### src/hdl/tte_pkg.sv
// shared types, constants and tables for the tap tempo estimator
`timescale 1ns / 1ps
package tte_pkg;

	// tap history depth and derived widths
	localparam int HISTORY_DEPTH = 8;
	localparam int SLOT_W        = $clog2(HISTORY_DEPTH);
	localparam int HELD_W        = $clog2(HISTORY_DEPTH + 1);
	localparam int TIME_W        = 48;
	localparam int SOURCE_W      = 2;
	localparam int BPM_W         = 15;

	// timing limits in microseconds
	localparam logic signed [TIME_W:0] GAP_RESET_US = (TIME_W + 1)'(2000000);
	localparam logic signed [TIME_W:0] GAP_MIN_US   = (TIME_W + 1)'(250000);
	localparam logic signed [TIME_W:0] GAP_MAX_US   = (TIME_W + 1)'(1000000);

	// one minute in microseconds times one hundred
	localparam logic [63:0] CENTI_MINUTE_US = 64'd6000000000;
	localparam int NUM_W = $clog2(CENTI_MINUTE_US * (HISTORY_DEPTH - 1) + 1);
	localparam int CNT_W = $clog2(NUM_W + 1);

	localparam logic [BPM_W-1:0] BPM_CENTI_LOW  = BPM_W'(6000);
	localparam logic [BPM_W-1:0] BPM_CENTI_HIGH = BPM_W'(20000);

	// tempo sources
	localparam logic [SOURCE_W-1:0] SOURCE_MANUAL = 2'd0;
	localparam logic [SOURCE_W-1:0] SOURCE_TAP    = 2'd1;
	localparam logic [SOURCE_W-1:0] SOURCE_AUTO   = 2'd2;

	// input operations
	localparam logic OP_TAP   = 1'b0;
	localparam logic OP_CLEAR = 1'b1;

	typedef logic [NUM_W-1:0] num_t;
	typedef num_t num_table_t [HISTORY_DEPTH + 1];

	// dividend per held count: one hundred minutes times number of intervals
	function automatic num_table_t build_num_table();
		num_table_t t;
		for (int i = 0; i <= HISTORY_DEPTH; i++) begin
			if (i == 0) begin
				t[i] = '0;
			end else begin
				t[i] = NUM_W'(CENTI_MINUTE_US * 64'(i - 1));
			end
		end
		return t;
	endfunction

	localparam num_table_t NUM_TABLE = build_num_table();

	typedef enum logic [2:0] {
		ST_IDLE,
		ST_READ_PREV,
		ST_CHECK_GAP,
		ST_WRITE,
		ST_READ_OLD,
		ST_LOAD_DIV,
		ST_DIVIDE,
		ST_PUBLISH
	} tte_state_t;

	// controls between the sequencer and the divider
	typedef struct packed {
		logic start;
	} tte_div_ctrl_t;

	typedef struct packed {
		logic busy;
		logic done;
	} tte_div_stat_t;

endpackage

### src/hdl/tap_tempo_estimator.sv
// tap tempo estimator top level: tap history, gap checks and tempo division
`timescale 1ns / 1ps
//
// channel  | dir | handshake            | payload
// ---------+-----+----------------------+------------------------------------
// input    | in  | in_valid / in_ready  | operation, tap_time_us
// output   | out | out_valid / out_ready| bpm_centi
// config   | in  | cfg_valid / cfg_ready| active_source
//
// a tap that yields a tempo waits on the bit-serial divider, which produces one
// quotient bit per cycle; an ignored tap ends after the gap check, and a clear
// or a first tap ends without starting the divider
// one input transaction is worked at a time; in_ready is high only when idle
// a finished tempo sits in the output register, so the next input transaction
// is taken while out_ready is low; only a second tempo waits for it to drain
// reset clears the history count, write slot, source and output valid
module tap_tempo_estimator
	import tte_pkg::*;
(
	input  logic                clk,
	input  logic                arst_n,

	input  logic                in_valid,
	output logic                in_ready,
	input  logic                operation,
	input  logic [TIME_W-1:0]   tap_time_us,

	output logic                out_valid,
	input  logic                out_ready,
	output logic [BPM_W-1:0]    bpm_centi,

	input  logic                cfg_valid,
	output logic                cfg_ready,
	input  logic [SOURCE_W-1:0] active_source
);

	tte_state_t state_q, state_d;

	// history bookkeeping
	logic [SLOT_W-1:0]   write_slot_q;
	logic [HELD_W-1:0]   taps_held_q;
	logic [SOURCE_W-1:0] source_q;

	// transaction being worked
	logic                operation_q;
	logic [TIME_W-1:0]   now_q;

	// output register
	logic                out_valid_q;
	logic [BPM_W-1:0]    bpm_q;

	// history ram ports
	logic                ram_wr_en;
	logic [SLOT_W-1:0]   ram_rd_addr;
	logic [TIME_W-1:0]   ram_rd_data;

	// divider
	tte_div_ctrl_t       div_ctrl;
	tte_div_stat_t       div_stat;
	num_t                quotient;
	logic [TIME_W-1:0]   span;

	logic                in_fire;
	logic                out_fire;
	logic                publish_ok;
	logic                is_tap_src;

	logic [SLOT_W-1:0]   prev_slot;
	logic [SLOT_W-1:0]   next_slot;
	logic [SLOT_W:0]     old_sum;
	logic [SLOT_W-1:0]   oldest_slot;
	logic signed [TIME_W:0] gap;
	logic                gap_reset;
	logic                gap_bad;
	logic [BPM_W-1:0]    bpm_clamped;

	assign in_fire    = in_valid && in_ready;
	assign out_fire   = out_valid_q && out_ready;
	assign is_tap_src = source_q == SOURCE_TAP;
	assign publish_ok = !out_valid_q || out_ready;
	assign cfg_ready  = 1'b1;

	// slot arithmetic modulo the history depth
	assign prev_slot = (write_slot_q == '0) ? SLOT_W'(HISTORY_DEPTH - 1)
	                                        : write_slot_q - 1'b1;
	assign next_slot = (write_slot_q == SLOT_W'(HISTORY_DEPTH - 1)) ? '0
	                                                                : write_slot_q + 1'b1;
	assign old_sum   = (SLOT_W + 1)'({1'b0, write_slot_q} + (SLOT_W + 1)'(HISTORY_DEPTH)
	                   - (SLOT_W + 1)'(taps_held_q));
	assign oldest_slot = (old_sum >= (SLOT_W + 1)'(HISTORY_DEPTH))
	                     ? SLOT_W'(old_sum - (SLOT_W + 1)'(HISTORY_DEPTH))
	                     : old_sum[SLOT_W-1:0];

	// signed gap to the previous tap, exact for any pair of 48-bit times
	assign gap       = $signed({1'b0, now_q}) - $signed({1'b0, ram_rd_data});
	assign gap_reset = gap > GAP_RESET_US;
	assign gap_bad   = (gap < GAP_MIN_US) || (gap > GAP_MAX_US);

	// span newest minus oldest; a zero span makes the quotient all ones,
	// which the clamp turns into the top tempo
	assign span = now_q - ram_rd_data;

	// clamp to the published range
	always_comb begin
		priority if (quotient < num_t'(BPM_CENTI_LOW)) begin
			bpm_clamped = BPM_CENTI_LOW;
		end else if (quotient > num_t'(BPM_CENTI_HIGH)) begin
			bpm_clamped = BPM_CENTI_HIGH;
		end else begin
			bpm_clamped = quotient[BPM_W-1:0];
		end
	end

	// next state
	always_comb begin
		state_d = state_q;
		unique case (state_q)
			ST_IDLE: begin
				if (in_fire) begin
					priority if (operation == OP_CLEAR) begin
						state_d = ST_IDLE;
					end else if (taps_held_q == '0) begin
						state_d = ST_WRITE;
					end else begin
						state_d = ST_READ_PREV;
					end
				end
			end
			ST_READ_PREV: state_d = ST_CHECK_GAP;
			ST_CHECK_GAP: begin
				if (!gap_reset && gap_bad) begin
					state_d = ST_IDLE;
				end else begin
					state_d = ST_WRITE;
				end
			end
			// a tempo needs at least two taps after this write
			ST_WRITE: state_d = (taps_held_q == '0) ? ST_IDLE : ST_READ_OLD;
			ST_READ_OLD: state_d = ST_LOAD_DIV;
			ST_LOAD_DIV: state_d = ST_DIVIDE;
			ST_DIVIDE: begin
				if (div_stat.done) begin
					state_d = ST_PUBLISH;
				end
			end
			ST_PUBLISH: begin
				if (!is_tap_src || publish_ok) begin
					state_d = ST_IDLE;
				end
			end
			default: state_d = ST_IDLE;
		endcase
	end

	// state outputs
	always_comb begin
		in_ready       = 1'b0;
		ram_wr_en      = 1'b0;
		ram_rd_addr    = prev_slot;
		div_ctrl.start = 1'b0;
		unique case (state_q)
			ST_IDLE:      in_ready = 1'b1;
			ST_READ_PREV: ram_rd_addr = prev_slot;
			ST_CHECK_GAP: ram_rd_addr = prev_slot;
			ST_WRITE:     ram_wr_en = 1'b1;
			ST_READ_OLD:  ram_rd_addr = oldest_slot;
			ST_LOAD_DIV:  div_ctrl.start = 1'b1;
			ST_DIVIDE:    ram_rd_addr = prev_slot;
			ST_PUBLISH:   ram_rd_addr = prev_slot;
			default:      in_ready = 1'b0;
		endcase
	end

	always_ff @(posedge clk or negedge arst_n) begin
		if (!arst_n) begin
			state_q <= ST_IDLE;
		end else begin
			state_q <= state_d;
		end
	end

	// history count and write slot
	always_ff @(posedge clk or negedge arst_n) begin
		if (!arst_n) begin
			write_slot_q <= '0;
			taps_held_q  <= '0;
		end else begin
			if (in_fire && operation == OP_CLEAR) begin
				write_slot_q <= '0;
				taps_held_q  <= '0;
			end else if (state_q == ST_CHECK_GAP && gap_reset) begin
				// long pause: start a fresh history with this tap
				write_slot_q <= '0;
				taps_held_q  <= '0;
			end else if (state_q == ST_WRITE) begin
				write_slot_q <= next_slot;
				if (taps_held_q != HELD_W'(HISTORY_DEPTH)) begin
					taps_held_q <= taps_held_q + 1'b1;
				end
			end
		end
	end

	// selected source
	always_ff @(posedge clk or negedge arst_n) begin
		if (!arst_n) begin
			source_q <= SOURCE_MANUAL;
		end else if (cfg_valid && cfg_ready) begin
			source_q <= active_source;
		end
	end

	// captured transaction
	always_ff @(posedge clk) begin
		if (in_fire) begin
			operation_q <= operation;
			now_q       <= tap_time_us;
		end
	end

	// output register
	always_ff @(posedge clk or negedge arst_n) begin
		if (!arst_n) begin
			out_valid_q <= 1'b0;
		end else if (state_q == ST_PUBLISH && is_tap_src && publish_ok) begin
			out_valid_q <= 1'b1;
		end else if (out_fire) begin
			out_valid_q <= 1'b0;
		end
	end

	always_ff @(posedge clk) begin
		if (state_q == ST_PUBLISH && is_tap_src && publish_ok) begin
			bpm_q <= bpm_clamped;
		end
	end

	assign out_valid = out_valid_q;
	assign bpm_centi = bpm_q;

	tte_ram #(
		.WIDTH(TIME_W),
		.DEPTH(HISTORY_DEPTH)
	) u_history (
		.clk    (clk),
		.wr_en  (ram_wr_en),
		.wr_addr(write_slot_q),
		.wr_data(now_q),
		.rd_addr(ram_rd_addr),
		.rd_data(ram_rd_data)
	);

	tte_div u_div (
		.clk     (clk),
		.arst_n  (arst_n),
		.ctrl    (div_ctrl),
		.dividend(NUM_TABLE[taps_held_q]),
		.divisor (span),
		.stat    (div_stat),
		.quotient(quotient)
	);

	// history bookkeeping stays inside the ring
	a_held_range: assert property (@(posedge clk) disable iff (!arst_n)
		taps_held_q <= HELD_W'(HISTORY_DEPTH))
		else $error("tap count beyond history depth");

	a_slot_range: assert property (@(posedge clk) disable iff (!arst_n)
		write_slot_q <= SLOT_W'(HISTORY_DEPTH - 1))
		else $error("write slot beyond history depth");

	// a new tempo only comes from the publish step with the tap source
	a_out_origin: assert property (@(posedge clk) disable iff (!arst_n)
		$rose(out_valid_q) |-> $past(state_q == ST_PUBLISH) && $past(is_tap_src))
		else $error("tempo published outside the publish step");

	// published tempo lies in the clamp range
	a_bpm_range: assert property (@(posedge clk) disable iff (!arst_n)
		out_valid_q |-> (bpm_q >= BPM_CENTI_LOW) && (bpm_q <= BPM_CENTI_HIGH))
		else $error("published tempo out of range");

	// the divider runs only while the sequencer waits for it
	a_div_busy: assert property (@(posedge clk) disable iff (!arst_n)
		div_stat.busy |-> state_q == ST_DIVIDE)
		else $error("divider busy outside the divide step");

	// clear transactions never reach the history write
	a_clear_no_write: assert property (@(posedge clk) disable iff (!arst_n)
		ram_wr_en |-> operation_q == OP_TAP)
		else $error("history written for a clear");

endmodule

### src/hdl/tte_ram.sv
// generic single write, single read ram with registered read data
`timescale 1ns / 1ps
module tte_ram #(
	parameter int WIDTH = 8,
	parameter int DEPTH = 8
) (
	input  logic                     clk,
	input  logic                     wr_en,
	input  logic [$clog2(DEPTH)-1:0] wr_addr,
	input  logic [WIDTH-1:0]         wr_data,
	input  logic [$clog2(DEPTH)-1:0] rd_addr,
	output logic [WIDTH-1:0]         rd_data
);

	logic [WIDTH-1:0] mem_q [DEPTH];
	logic [WIDTH-1:0] rd_data_q;

	always_ff @(posedge clk) begin
		if (wr_en) begin
			mem_q[wr_addr] <= wr_data;
		end
		rd_data_q <= mem_q[rd_addr];
	end

	assign rd_data = rd_data_q;

endmodule

### src/hdl/tte_div.sv
// restoring divider, one quotient bit per cycle
`timescale 1ns / 1ps
module tte_div
	import tte_pkg::*;
(
	input  logic                clk,
	input  logic                arst_n,
	input  tte_div_ctrl_t       ctrl,
	input  num_t                dividend,
	input  logic [TIME_W-1:0]   divisor,
	output tte_div_stat_t       stat,
	output num_t                quotient
);

	logic              busy_q;
	logic [CNT_W-1:0]  cnt_q;
	num_t              quo_q;
	logic [TIME_W-1:0] rem_q;
	logic [TIME_W-1:0] div_q;
	logic [TIME_W:0]   trial;
	logic              fits;

	// shift in the next dividend bit and try the subtraction
	assign trial = {rem_q, quo_q[NUM_W-1]};
	assign fits  = trial >= {1'b0, div_q};

	always_ff @(posedge clk or negedge arst_n) begin
		if (!arst_n) begin
			busy_q <= 1'b0;
			cnt_q  <= '0;
		end else if (ctrl.start) begin
			busy_q <= 1'b1;
			cnt_q  <= CNT_W'(NUM_W);
		end else if (busy_q) begin
			if (cnt_q == '0) begin
				busy_q <= 1'b0;
			end else begin
				cnt_q <= cnt_q - 1'b1;
			end
		end
	end

	always_ff @(posedge clk) begin
		if (ctrl.start) begin
			quo_q <= dividend;
			rem_q <= '0;
			div_q <= divisor;
		end else if (busy_q && cnt_q != '0) begin
			rem_q <= fits ? TIME_W'(trial - {1'b0, div_q}) : trial[TIME_W-1:0];
			quo_q <= {quo_q[NUM_W-2:0], fits};
		end
	end

	assign stat.busy = busy_q;
	assign stat.done = busy_q && (cnt_q == '0);
	assign quotient  = quo_q;

endmodule

### config.mk
export PLATFORM = sky130hd
export DESIGN_NAME = tap_tempo_estimator
export DESIGN_NICKNAME = d
export VERILOG_FILES = /design/src/hdl/tte_pkg.sv /design/src/hdl/tap_tempo_estimator.sv /design/src/hdl/tte_ram.sv /design/src/hdl/tte_div.sv
export SDC_FILE = /design/constraint.sdc
export NUM_CORES = 1
export LEC_CHECK = 0
export BUFFER_PORTS_ARGS = -buffer_cell sky130_fd_sc_hd__buf_4
export CORE_MARGIN = 3
export CORE_UTILIZATION = 40
export CTS_CLUSTER_SIZE = 24
export DETAILED_ROUTE_END_ITERATION = 8
export GPL_TIMING_DRIVEN = 0
export PLACE_DENSITY = 0.52
export SYNTH_ARGS = -nofsm -noshare
export SYNTH_HDL_FRONTEND = slang
export SYNTH_SLANG_ARGS = --single-unit
### constraint.sdc
create_clock -name clk -period 11.7 [get_ports clk]
set_input_delay 0 -clock clk [delete_from_list [all_inputs] [get_ports clk]]
set_output_delay 0 -clock clk [all_outputs]
set_load 0.02 [all_outputs]
# Yosys cells after proc, flatten, opt, wreduce, memory -nomap -nowiden
# Memory sizes are Yosys's and may differ from the RTL's. A register that Yosys moved wholly into a read port is not among the register bits.
# Cells that the tools add are included.
word_totals:
  regBits: 215
  n_memories: 2
  mem_bits_ro: 576
  in_bits: 56
  elab_cells: 115
  ramBits: 384
op_classes:
  bitwise: 1
  order_cmp: 8
  n_eq_ne: 14
  add_sub_neg: 10
  n_reduce_logical: 29
  muxes: 38
mem_list:
  columns: ["memory", "depth", "width", "read_ports", "rd_ports_with_merged_regs", "wr", "line", "rtl"]
  rows:
  - ["(no name shown)", 16, 36, 1, 0, 0, "tap_tempo_estimator.sv:257", ".dividend(NUM_TABLE[taps_held_q]),"]
  - ["u_history.mem_q", 8, 48, 1, 1, 1, "tte_ram.sv:15", "logic [WIDTH-1:0] mem_q [DEPTH];"]
ops:
  columns: ["op", "count"]
  rows:
  - ["36-bit 2-to-1 mux", 4]
  - ["48-bit subtractor", 2]
  - ["49-bit by 48-bit greater-or-equal comparator with 1-bit output", 1]
  - ["49-bit by 21-bit greater-than comparator with 1-bit output (second input constant)", 1]
  - ["49-bit by 22-bit greater-than comparator with 1-bit output (second input constant)", 1]
  - ["49-bit by 19-bit less-than comparator with 1-bit output (second input constant)", 1]
  - ["48-bit by 48-bit subtractor with 49-bit output", 1]
  - ["48-bit 2-to-1 mux", 1]
  - ["36-bit by 15-bit greater-than comparator with 1-bit output (second input constant)", 1]
  - ["36-bit by 13-bit less-than comparator with 1-bit output (second input constant)", 1]
  - ["3-bit 2-to-1 mux", 11]
  - ["3-bit one-hot mux with 8 select lines", 1]
  - ["6-bit 2-to-1 mux", 3]
  - ["4-bit 2-to-1 mux", 4]
  - ["3-bit equality test (second input constant)", 5]
  - ["15-bit 2-to-1 mux", 1]
  - ["1-bit 2-to-1 mux", 10]
  - ["1-bit logical AND", 9]
  - ["2-bit inequality test (second input constant)", 4]
  - ["3-bit by 2-bit equality test with 1-bit output (second input constant)", 2]
  - ["3-bit zero test", 2]
  - ["6-bit zero test", 1]
  - ["2-bit 2-to-1 mux", 3]
  - ["2-bit nonzero test", 3]
  - ["20 further kinds", 27]

# Depth between registers and ports, before layout
# Gate-level depths: netlist of run 1.
logic_depth:
  ltp_word: 6
  ltp_mapped: 16
  mapped_depth_nobuf: 15

# Modules after synthesis
# From an unflattened synthesis of run 1, not the netlist that was laid out.
hier_totals:
  hier_cells: 2379
  area_unflattened_um2: 31472.7
modules_own_cells:
  columns: ["module", "area_each_um2", "cells_per_inst", "instances", "seq_area_each_um2"]
  rows:
  - ["tte_ram", 15620.0, 616, 1, 12492.0]
  - ["tte_div", 8435.6, 874, 1, 3658.5]
  - ["tap_tempo_estimator", 7417.1, 889, 1, 2217.1]

# Worst setup path after synthesis of run 1
# No wires, ideal clock.
synth_path:
  path_kind: "register -> register"
  from: "reg state_q[1]"
  to: "mem u_history.mem_q[0][0] in the netlist's numbering (enable)"
  slack_ns: 5.394
  required_ns: 11.127
  setup_ns: 0.573
  path_buffers: 2
  arrival_ns: 5.733
  path_stages_with_launch: 6
  path_cell_list: "dfrtp_1 clkbuf_1 nand2_1 or2_2 clkbuf_1 nor4_1"
synth_between:
  elab_chain_len: 4
synth_lines:
  columns: ["item", "line", "rtl"]
  rows:
  - ["start, declared", "tap_tempo_estimator.sv:37", "tte_state_t state_q, state_d;"]
  - ["start signal, assigned", "tap_tempo_estimator.sv:178", "state_q <= state_d;"]
  - ["3-bit by 2-bit equality test with 1-bit output", "tap_tempo_estimator.sv:161", "unique case (state_q)"]
  - ["1-bit 2-to-1 mux", "tap_tempo_estimator.sv:161", null]
  - ["1-bit 2-to-1 mux", "tte_ram.sv:19", "if (wr_en) begin"]
  - ["1-bit 2-to-1 mux (not written as such)", "tte_ram.sv:20", "mem_q[wr_addr] <= wr_data;"]
  - ["end, declared", "tte_ram.sv:15", null]
# No other way between the ends.

# Final worst setup path of run 1
layout_path:
  from: "reg now_q[9]"
  to: "reg state_q[0]"
layout_between:
  elab_chain_len: 6
  word_cells_on_any_way: 9
layout_lines:
  columns: ["item", "line", "rtl"]
  rows:
  - ["start, declared", "tap_tempo_estimator.sv:46", "logic [TIME_W-1:0] now_q;"]
  - ["start signal, assigned", "tap_tempo_estimator.sv:217", "now_q <= tap_time_us;"]
  - ["48-bit by 48-bit subtractor with 49-bit output (*)", "tap_tempo_estimator.sv:95", "assign gap = $signed({1'b0, now_q}) - $signed({1'b0, ram_rd_data});"]
  - ["net gap[22]", "tap_tempo_estimator.sv:72", "logic signed [TIME_W:0] gap;"]
  - ["49-bit by 22-bit greater-than comparator with 1-bit output, or another cell as far along", "tap_tempo_estimator.sv:96", "assign gap_reset = gap > GAP_RESET_US;"]
  - ["1-bit zero test or 1-bit logical OR (tied branches)", "tap_tempo_estimator.sv:131, tap_tempo_estimator.sv:97", null]
  - ["1-bit logical AND (*)", "tap_tempo_estimator.sv:131", "if (!gap_reset && gap_bad) begin"]
  - ["2-bit 2-to-1 mux (*)", "tap_tempo_estimator.sv:131", null]
  - ["3-bit one-hot mux with 8 select lines (*)", "tap_tempo_estimator.sv:117", "unique case (state_q)"]
# Mark *: on every way through the listed nets, which the timed path passes. The rest lies on a longest branch.
# A chain may end at the register's enable or synchronous reset.

==> metrics.txt, run 1 <==
Root Buffer Master=clkbuf_16; Synth Instances=2,296; Worst setup SP type=flop; Starting Density=0.406; num rows=100; post-synth cell types=85; die area=79,300 um^2; total track usage=0.192; synth warn=0; Worst EP arrival=6240 ps; clock skew=31.6 ps; post-CTS setup buffer count=0; Pwr Density=286 nW/um^2; ANT cells=0; Detailed Place HPWL=54,700 um; Post-synth ARST share=0.0309; post-synthesis sequential element count=647; fin crit period=5740 ps; gpl congestion=0.905; grt ovf=0; final period utilization=0.491; DRC viols=0; vias post-DR=19,400; nets@finish=2,712; Worst Max-Slew Pin Slew=1200 ps; RSZ-0062 raised after global routing=no; CP startpoint=now_q[9]; clock latency at the later pin of the worst-skew pair=620 ps; Post-synth EDFFs=531; io pins=74; Yosys top cell by area=edfxtp_1; RR Startpoint=now_q[9]; first-pass GRT wire length=116,000 um; Util after Layout=0.476; Final Hold Viols=0; largest net degree at the start of global routing=43; CP required=12,200 ps; synth top area cells=edfxtp_1, mux4_2, dfxtp_1; critical path fanouts, max=9; Pre-antenna DRT Iters=5; max cap viols=0; Routed WL=75,600 um; Mapped Area=30,400 um^2; mean area per synthesized cell=13.2 um^2; Worst setup EP type=flop; top-area cell type share of the netlist area=0.525; Net Count, Synth=2,468; top_reg_cell synth=edfxtp_1; Final Max Slew Viols=0; Via density=5.44; CTS Buffer Depth=3; commonest cells after routing, fill and taps aside=edfxtp_1, inv_1, nor2_1; layout cells sized above 1=0.157; 1st-iter DRT viols=1,182; initial antenna violation count=0; post-synthesis sequential area ratio=0.605; commonest non-fill, non-tap cell in the layout=edfxtp_1; Max Clk Rate=174 MHz; CTS buffer count=73; status=completed; vias in the first global route=19,900; Critical Path Slowest Stage Cell=edfxtp_1; IO Port Bufs=72; post_cts resized=0; Clock transition at path regs=60 ps; Post-DRT Antenna Nets=0; CTS tree=built; Die Span Y=282 um; Crit path top cell by count=or3_1; crit path kind=flop to flop; Pwr Total=0.0102 W; maximum vdd drop=117 uV; Avg WL per Cell=21.2 um; P_leak=13.3 nW; Worst path max stage delay=570 ps; worst hold start=tap_time_us[18]; worst hold path type=primary input to flop; setup TNS=0 ps; total clock sinks=647; core area=74,800 um^2; setup violators final=0; slew margin rel.=0.189; htree depth=3; P&R area growth vs syn=17.3%; worst-path cell chain=ha_1 -> clkbuf_1 -> nor2_1 -> or3_1 -> a311oi_2 -> nand2_1 -> o31ai_1 -> xor2_1 -> or4b_1 -> nor4_1 -> nand4_1 -> or3_1 -> a31o_1 -> dlygate4sd3_1; chip width=282 um
[sequential cells by signal, summed over array words and instances, names as in the netlist]
register,count
u_history.mem_q,384
now_q,48
u_div.div_q,48
u_div.rem_q,48
u_history.rd_data,48
u_div.quotient,36
bpm_centi,15
u_div.cnt_q,6
taps_held_q,4
state_q,3
write_slot_q,3
source_q,2
out_valid,1
u_div.busy_q,1
[report_power, final]
part | leakage, nW | internal [W] | switching [W]
Combinational | 6.22 | 0.00187 | 0.00269
Sequential | 5.90 | 0.00308 | 0.000287
Clock | 1.16 | 0.00134 | 0.000927
[cell families (layout without fill, tap and decap cells)]
| kind of cell | after synthesis | in the layout | share of synthesized area |
|---|---|---|---|
| xor+xnor | 81 | 81 | 0.0234 |
| other cells | 1 | 1 | 0.000123 |
| buf+inv | 246 | 549 | 0.0312 |
| flops | 647 | 647 | 0.605 |
| simple gates | 506 | 506 | 0.0797 |
| fa+ha+maj | 116 | 116 | 0.0485 |
| compound gates | 526 | 526 | 0.113 |
| mux | 173 | 173 | 0.0987 |
[per-stage QoR]
stage                     cells  cell area (um^2)  hold WS, ps  worst slack (ps)
after CTS                  3567             35600         64.5              5920
after global routing       3568             35600         76.6              5690
after detailed placement   3375             32700        -86.5              6470
final                      3568             35600         95.5              5960
after floorplan            2296             30400         -296              5390
after global placement     3337             32100        -94.1              19.8
[synthesized netlist by cell type, types with 5 or more instances]
cell type,count
xnor2_1,55
mux2_2,51
a2111oi_0,5
buf_2,10
nand2_1,137
or3_1,14
o211ai_1,20
nand4_1,26
o21ai_0,112
or2_2,5
nand3_1,28
nor2b_1,14
clkbuf_1,70
o211a_1,7
inv_1,156
o21bai_1,11
buf_1,6
o21a_1,28
and2_1,24
a31oi_1,28
o31a_1,7
dfrtp_1,20
a311oi_1,7
o21ai_1,7
dfxtp_1,96
xor2_1,26
a21o_1,48
a211oi_1,29
a21oi_1,137
o31ai_1,14
a211o_1,11
mux2i_1,26
nor3_1,36
nor4_1,13
o41ai_1,5
mux4_2,96
edfxtp_1,531
nand2b_1,18
nor2_1,150
and3_1,19
ha_1,113
[layout make-up]
| class | instances | area, um^2 |
|---|---|---|
| buffer | 89 | 359 |
| clock buffer | 94 | 1950 |
| fill | 6650 | 39200 |
| tap | 969 | 1210 |
| sequential | 647 | 18400 |
| clock inverter | 40 | 423 |
| inverter | 157 | 589 |
| timing repair buffer | 169 | 1610 |
| multi-input combinational | 1403 | 11100 |
[worst max-delay path: cells and delay by family (launching register included)]
kind / cells / cell delay (ps)
DFF: 1 / 570
xor gates and xnor gates: 1 / 150
and+or+nand+nor: 7 / 2620
adders and majority gates: 1 / 360
buffers and inverters: 2 / 840
AOI/OAI and AO/OA: 3 / 1080
[path summary, 6_finish.rpt]
kind	cells past startpoint	slack [ps]	to
setup / recovery	14	5960	state_q[0]
min in group asynchronous	3	640	out_valid
setup reg to reg	14	5960	state_q[0]
hold / removal	2	100	now_q[18]
hold reg to reg	2	480	u_div.rem_q[27]
max in group asynchronous	3	10390	u_div.cnt_q[3]
[routing by layer]
metal | global-route usage | up-vias | share of wire
met5 | 0 | - | 0
met4 | 0.0597 | 0 | 0.026
met3 | 0.0274 | 114 | 0.039
met2 | 0.316 | 413 | 0.47
met1 | 0.265 | 9643 | 0.46
li1 | - | 9247 | -
[timing repair]
item / 4_1_cts / 5_1_grt
endpoints found under the hold margin: 74 / 0
hold buffers: 58 / 0
setup endpoints to repair: 0 / 0
No activity file was read; power rests on OpenSTA's default activity.
==> inputs of run 2 (changes only) <==
--- a/config.mk
+++ b/config.mk
@@ -5,6 +5,7 @@
 export SDC_FILE = /design/constraint.sdc
 export NUM_CORES = 1
 export LEC_CHECK = 0
+export ABC_AREA = 1
 export BUFFER_PORTS_ARGS = -buffer_cell sky130_fd_sc_hd__buf_4
 export CORE_MARGIN = 3
 export CORE_UTILIZATION = 40
==> constraint.sdc (replaced) <==
create_clock -name clk -period 5.8 [get_ports clk]
set_input_delay 0 -clock clk [delete_from_list [all_inputs] [get_ports clk]]
set_output_delay 0 -clock clk [all_outputs]
set_load 0.02 [all_outputs]
==> run 2 against run 1 <==
Against the previous run: count of clock-buffer cells in the layout is 22 higher; sequential power is 100% higher; setup slack worse by 4400 ps; synthesized cell count is 59% higher; via count is 27% higher; non-clock buffer count is 13 lower; clock skew is 15 ps higher.
==> metrics.txt, run 2 <==
Synth Instances=3,652; post-synth cell types=56; Largest register FFs=384; main combinational cell family by area after synthesis=simple AND/OR/NAND/NOR gates; max cap viols=0; maximum vdd drop=241 uV; setup TNS=0 ps; CP startpoint=now_q[0]; Max Clk Rate=236 MHz; nets@finish=4,044; ANT cells=0; post-synthesis sequential element count=647; initial antenna violation count=0; num rows=104; CTS Buffer Depth=3; Worst Max-Slew Pin Slew=1220 ps; crit path kind=flop to flop; fin crit period=4240 ps; critical path fanouts, max=9; synth cell count leaders=nand2_1, nor2_1, edfxtp_1; Placed Area=34,800 um^2; core area=80,500 um^2; RR Startpoint=now_q[0]; RSZ-0062 raised after global routing=no; post-CTS setup buffer count=0; setup violators final=0; post-synthesis sequential area ratio=0.564; CTS tree=built; clock skew=46.8 ps; adder and majority gate portion of the synthesized area=0.0452; Final Hold Viols=0; synth warn=0; 1st-iter DRT viols=1,664; total track usage=0.211; Die Span Y=291 um; layout cells sized above 1=0.0745; first-pass GRT wire length=140,000 um; Clock transition at path regs=60 ps; Via density=4.96; P&R area growth vs syn=16.4%; largest net degree at the start of global routing=40; top-area cell type share of the netlist area=0.489; Final Max Slew Viols=0; most flop-heavy register=u_history.mem_q; Post-synth EDFFs=531; Avg WL per Cell=18.1 um; Worst setup SP type=flop; io pins=74; top-count cell post-synth=nand2_1; CP required=6310 ps; chip width=291 um; slew margin rel.=0.181; worst hold path type=primary input to flop; Mapped Area=32,600 um^2; post_cts resized=0; worst hold start=tap_time_us[23]; commonest cells after routing, fill and taps aside=nand2_1, nor2_1, edfxtp_1; commonest non-fill, non-tap cell in the layout=nand2_1; # fillers=7,856; synth top area cells=edfxtp_1, nand2_1, nor2_1; vias in the first global route=24,400; Net Count, Synth=3,824; Pre-antenna DRT Iters=7; Post-DRT Antenna Nets=0; gpl congestion=0.931; Starting Density=0.405; mean area per synthesized cell=8.92 um^2; Post-synth ARST share=0.0309; R2R Setup Slk=1560 ps; grt ovf=0; Worst EP arrival=4750 ps; DRC viols=0; final instance area=37,900 um^2; Yosys top cell by area=edfxtp_1; Pwr Density=641 nW/um^2; clock latency at the later pin of the worst-skew pair=640 ps; status=completed; CTS buffer count=73; P_leak=15.9 nW; htree depth=3; Routed WL=90,200 um; total clock sinks=647; Synth Area in Simple Gates=0.204; vias post-DR=24,800; Worst setup EP type=flop; XOR/XNOR share of the synthesized area=0.00995; die area=84,900 um^2; Root Buffer Master=clkbuf_16; Detailed Place HPWL=67,500 um; post-synthesis mux area share=0.000346; IO Port Bufs=72; Synth Area in Compound Gates=0.106; final period utilization=0.730; top_reg_cell synth=edfxtp_1
==> run 2: changes by cell type after synthesis, sizes merged, moves of 30 or more <==
| cell | previous run | this run |
|---|---|---|
| mux2 | 51 | 1 |
| o22ai | 3 | 53 |
| nand3 | 28 | 127 |
| mux4 | 96 | 0 |
| a211oi | 31 | 1 |
| inv | 156 | 493 |
| nor2 | 150 | 596 |
| xnor2 | 55 | 19 |
| o21ai | 119 | 298 |
| nand2 | 137 | 831 |
| a21o | 48 | 4 |
==> run 2: critical path, stage by stage, from the launching register on <==
cell	delay, ps
edfxtp_1	550
inv_1	130
ha_1	150
inv_1	80
fa_1	470
nand3_1	140
nand2_1	130
nand3_1	130
nand3_2	150
nand2_1	120
nand2_1	100
nand2_1	100
nand3b_1	80
nand2_1	230
nand2_1	80
nor2_1	180
nand2_2	90
nor2_4	120
nand4_1	90
nand2_1	210
nand3_1	110
nand2_1	90
a21oi_2	50
dlygate4sd3_1	560
==> run 2: worst paths after layout <==
check,end,cells after the start
setup / recovery,state_q[1],23
hold / removal,now_q[23],2
setup reg to reg,state_q[1],23
hold reg to reg,u_div.cnt_q[4],1
max in group asynchronous,write_slot_q[0],3
min in group asynchronous,taps_held_q[1],3
==> run 2: report_power, final <==
part | switching, W | leakage, nW | internal [W]
combinational | 0.00873 | 8.74 | 0.00395
clock | 0.00193 | 1.22 | 0.00285
sequential | 0.000563 | 5.90 | 0.00629
total | 0.0112 | 15.9 | 0.0131
==> run 2: cell type report <==
class,instances,area (um^2),share of cell area
plain buffers,100,433,0.0114
clock buffers,116,2180,0.0575
clock inverters,19,349,0.00920
inverters,494,1850,0.0489
multi-input cells,2411,12000,0.316
flip-flops and latches,647,18400,0.484
well taps,1060,1330,0.0350
repair buffers,145,1410,0.0372
==> run 2: logic make-up after synthesis <==
logic type | Yosys count
AND/OR/NAND/NOR | 1640
adder cells (fa/ha/maj) | 116
AO/OA/AOI/OAI | 616
XOR/XNOR | 37
multiplexers | 1
buffers and inverters | 594
other | 1
flip-flops | 647
==> run 2: what timing repair did <==
item	in CTS	in global routing
hold buffers	59	0
endpoints found under the setup margin	0	0
hold endpoints to repair	99	0
==> run 2: stage by stage <==
| stage | hold WS [ps] | std cells | worst slack [ps] | power (W) | util |
|---|---|---|---|---|---|
| floorplan | -296 | 3652 | 1830 | 0.0154 | - |
| global placement | -95.4 | 4784 | 259 | 0.0195 | 0.428 |
| detailed placement | -100 | 4798 | 1870 | 0.0196 | 0.432 |
| CTS | 33.1 | 4992 | 1570 | 0.0245 | 0.471 |
| global route | 52.2 | 4992 | 1270 | 0.0264 | 0.471 |
| finish | 77.2 | 4992 | 1560 | 0.0243 | 0.471 |
==> run 2: per-layer routing <==
metal | GRT usage | wire (um)
met5 | 0 | 0
met4 | 0.0581 | 2420
met3 | 0.0269 | 4090
met2 | 0.353 | 42100
met1 | 0.290 | 41500
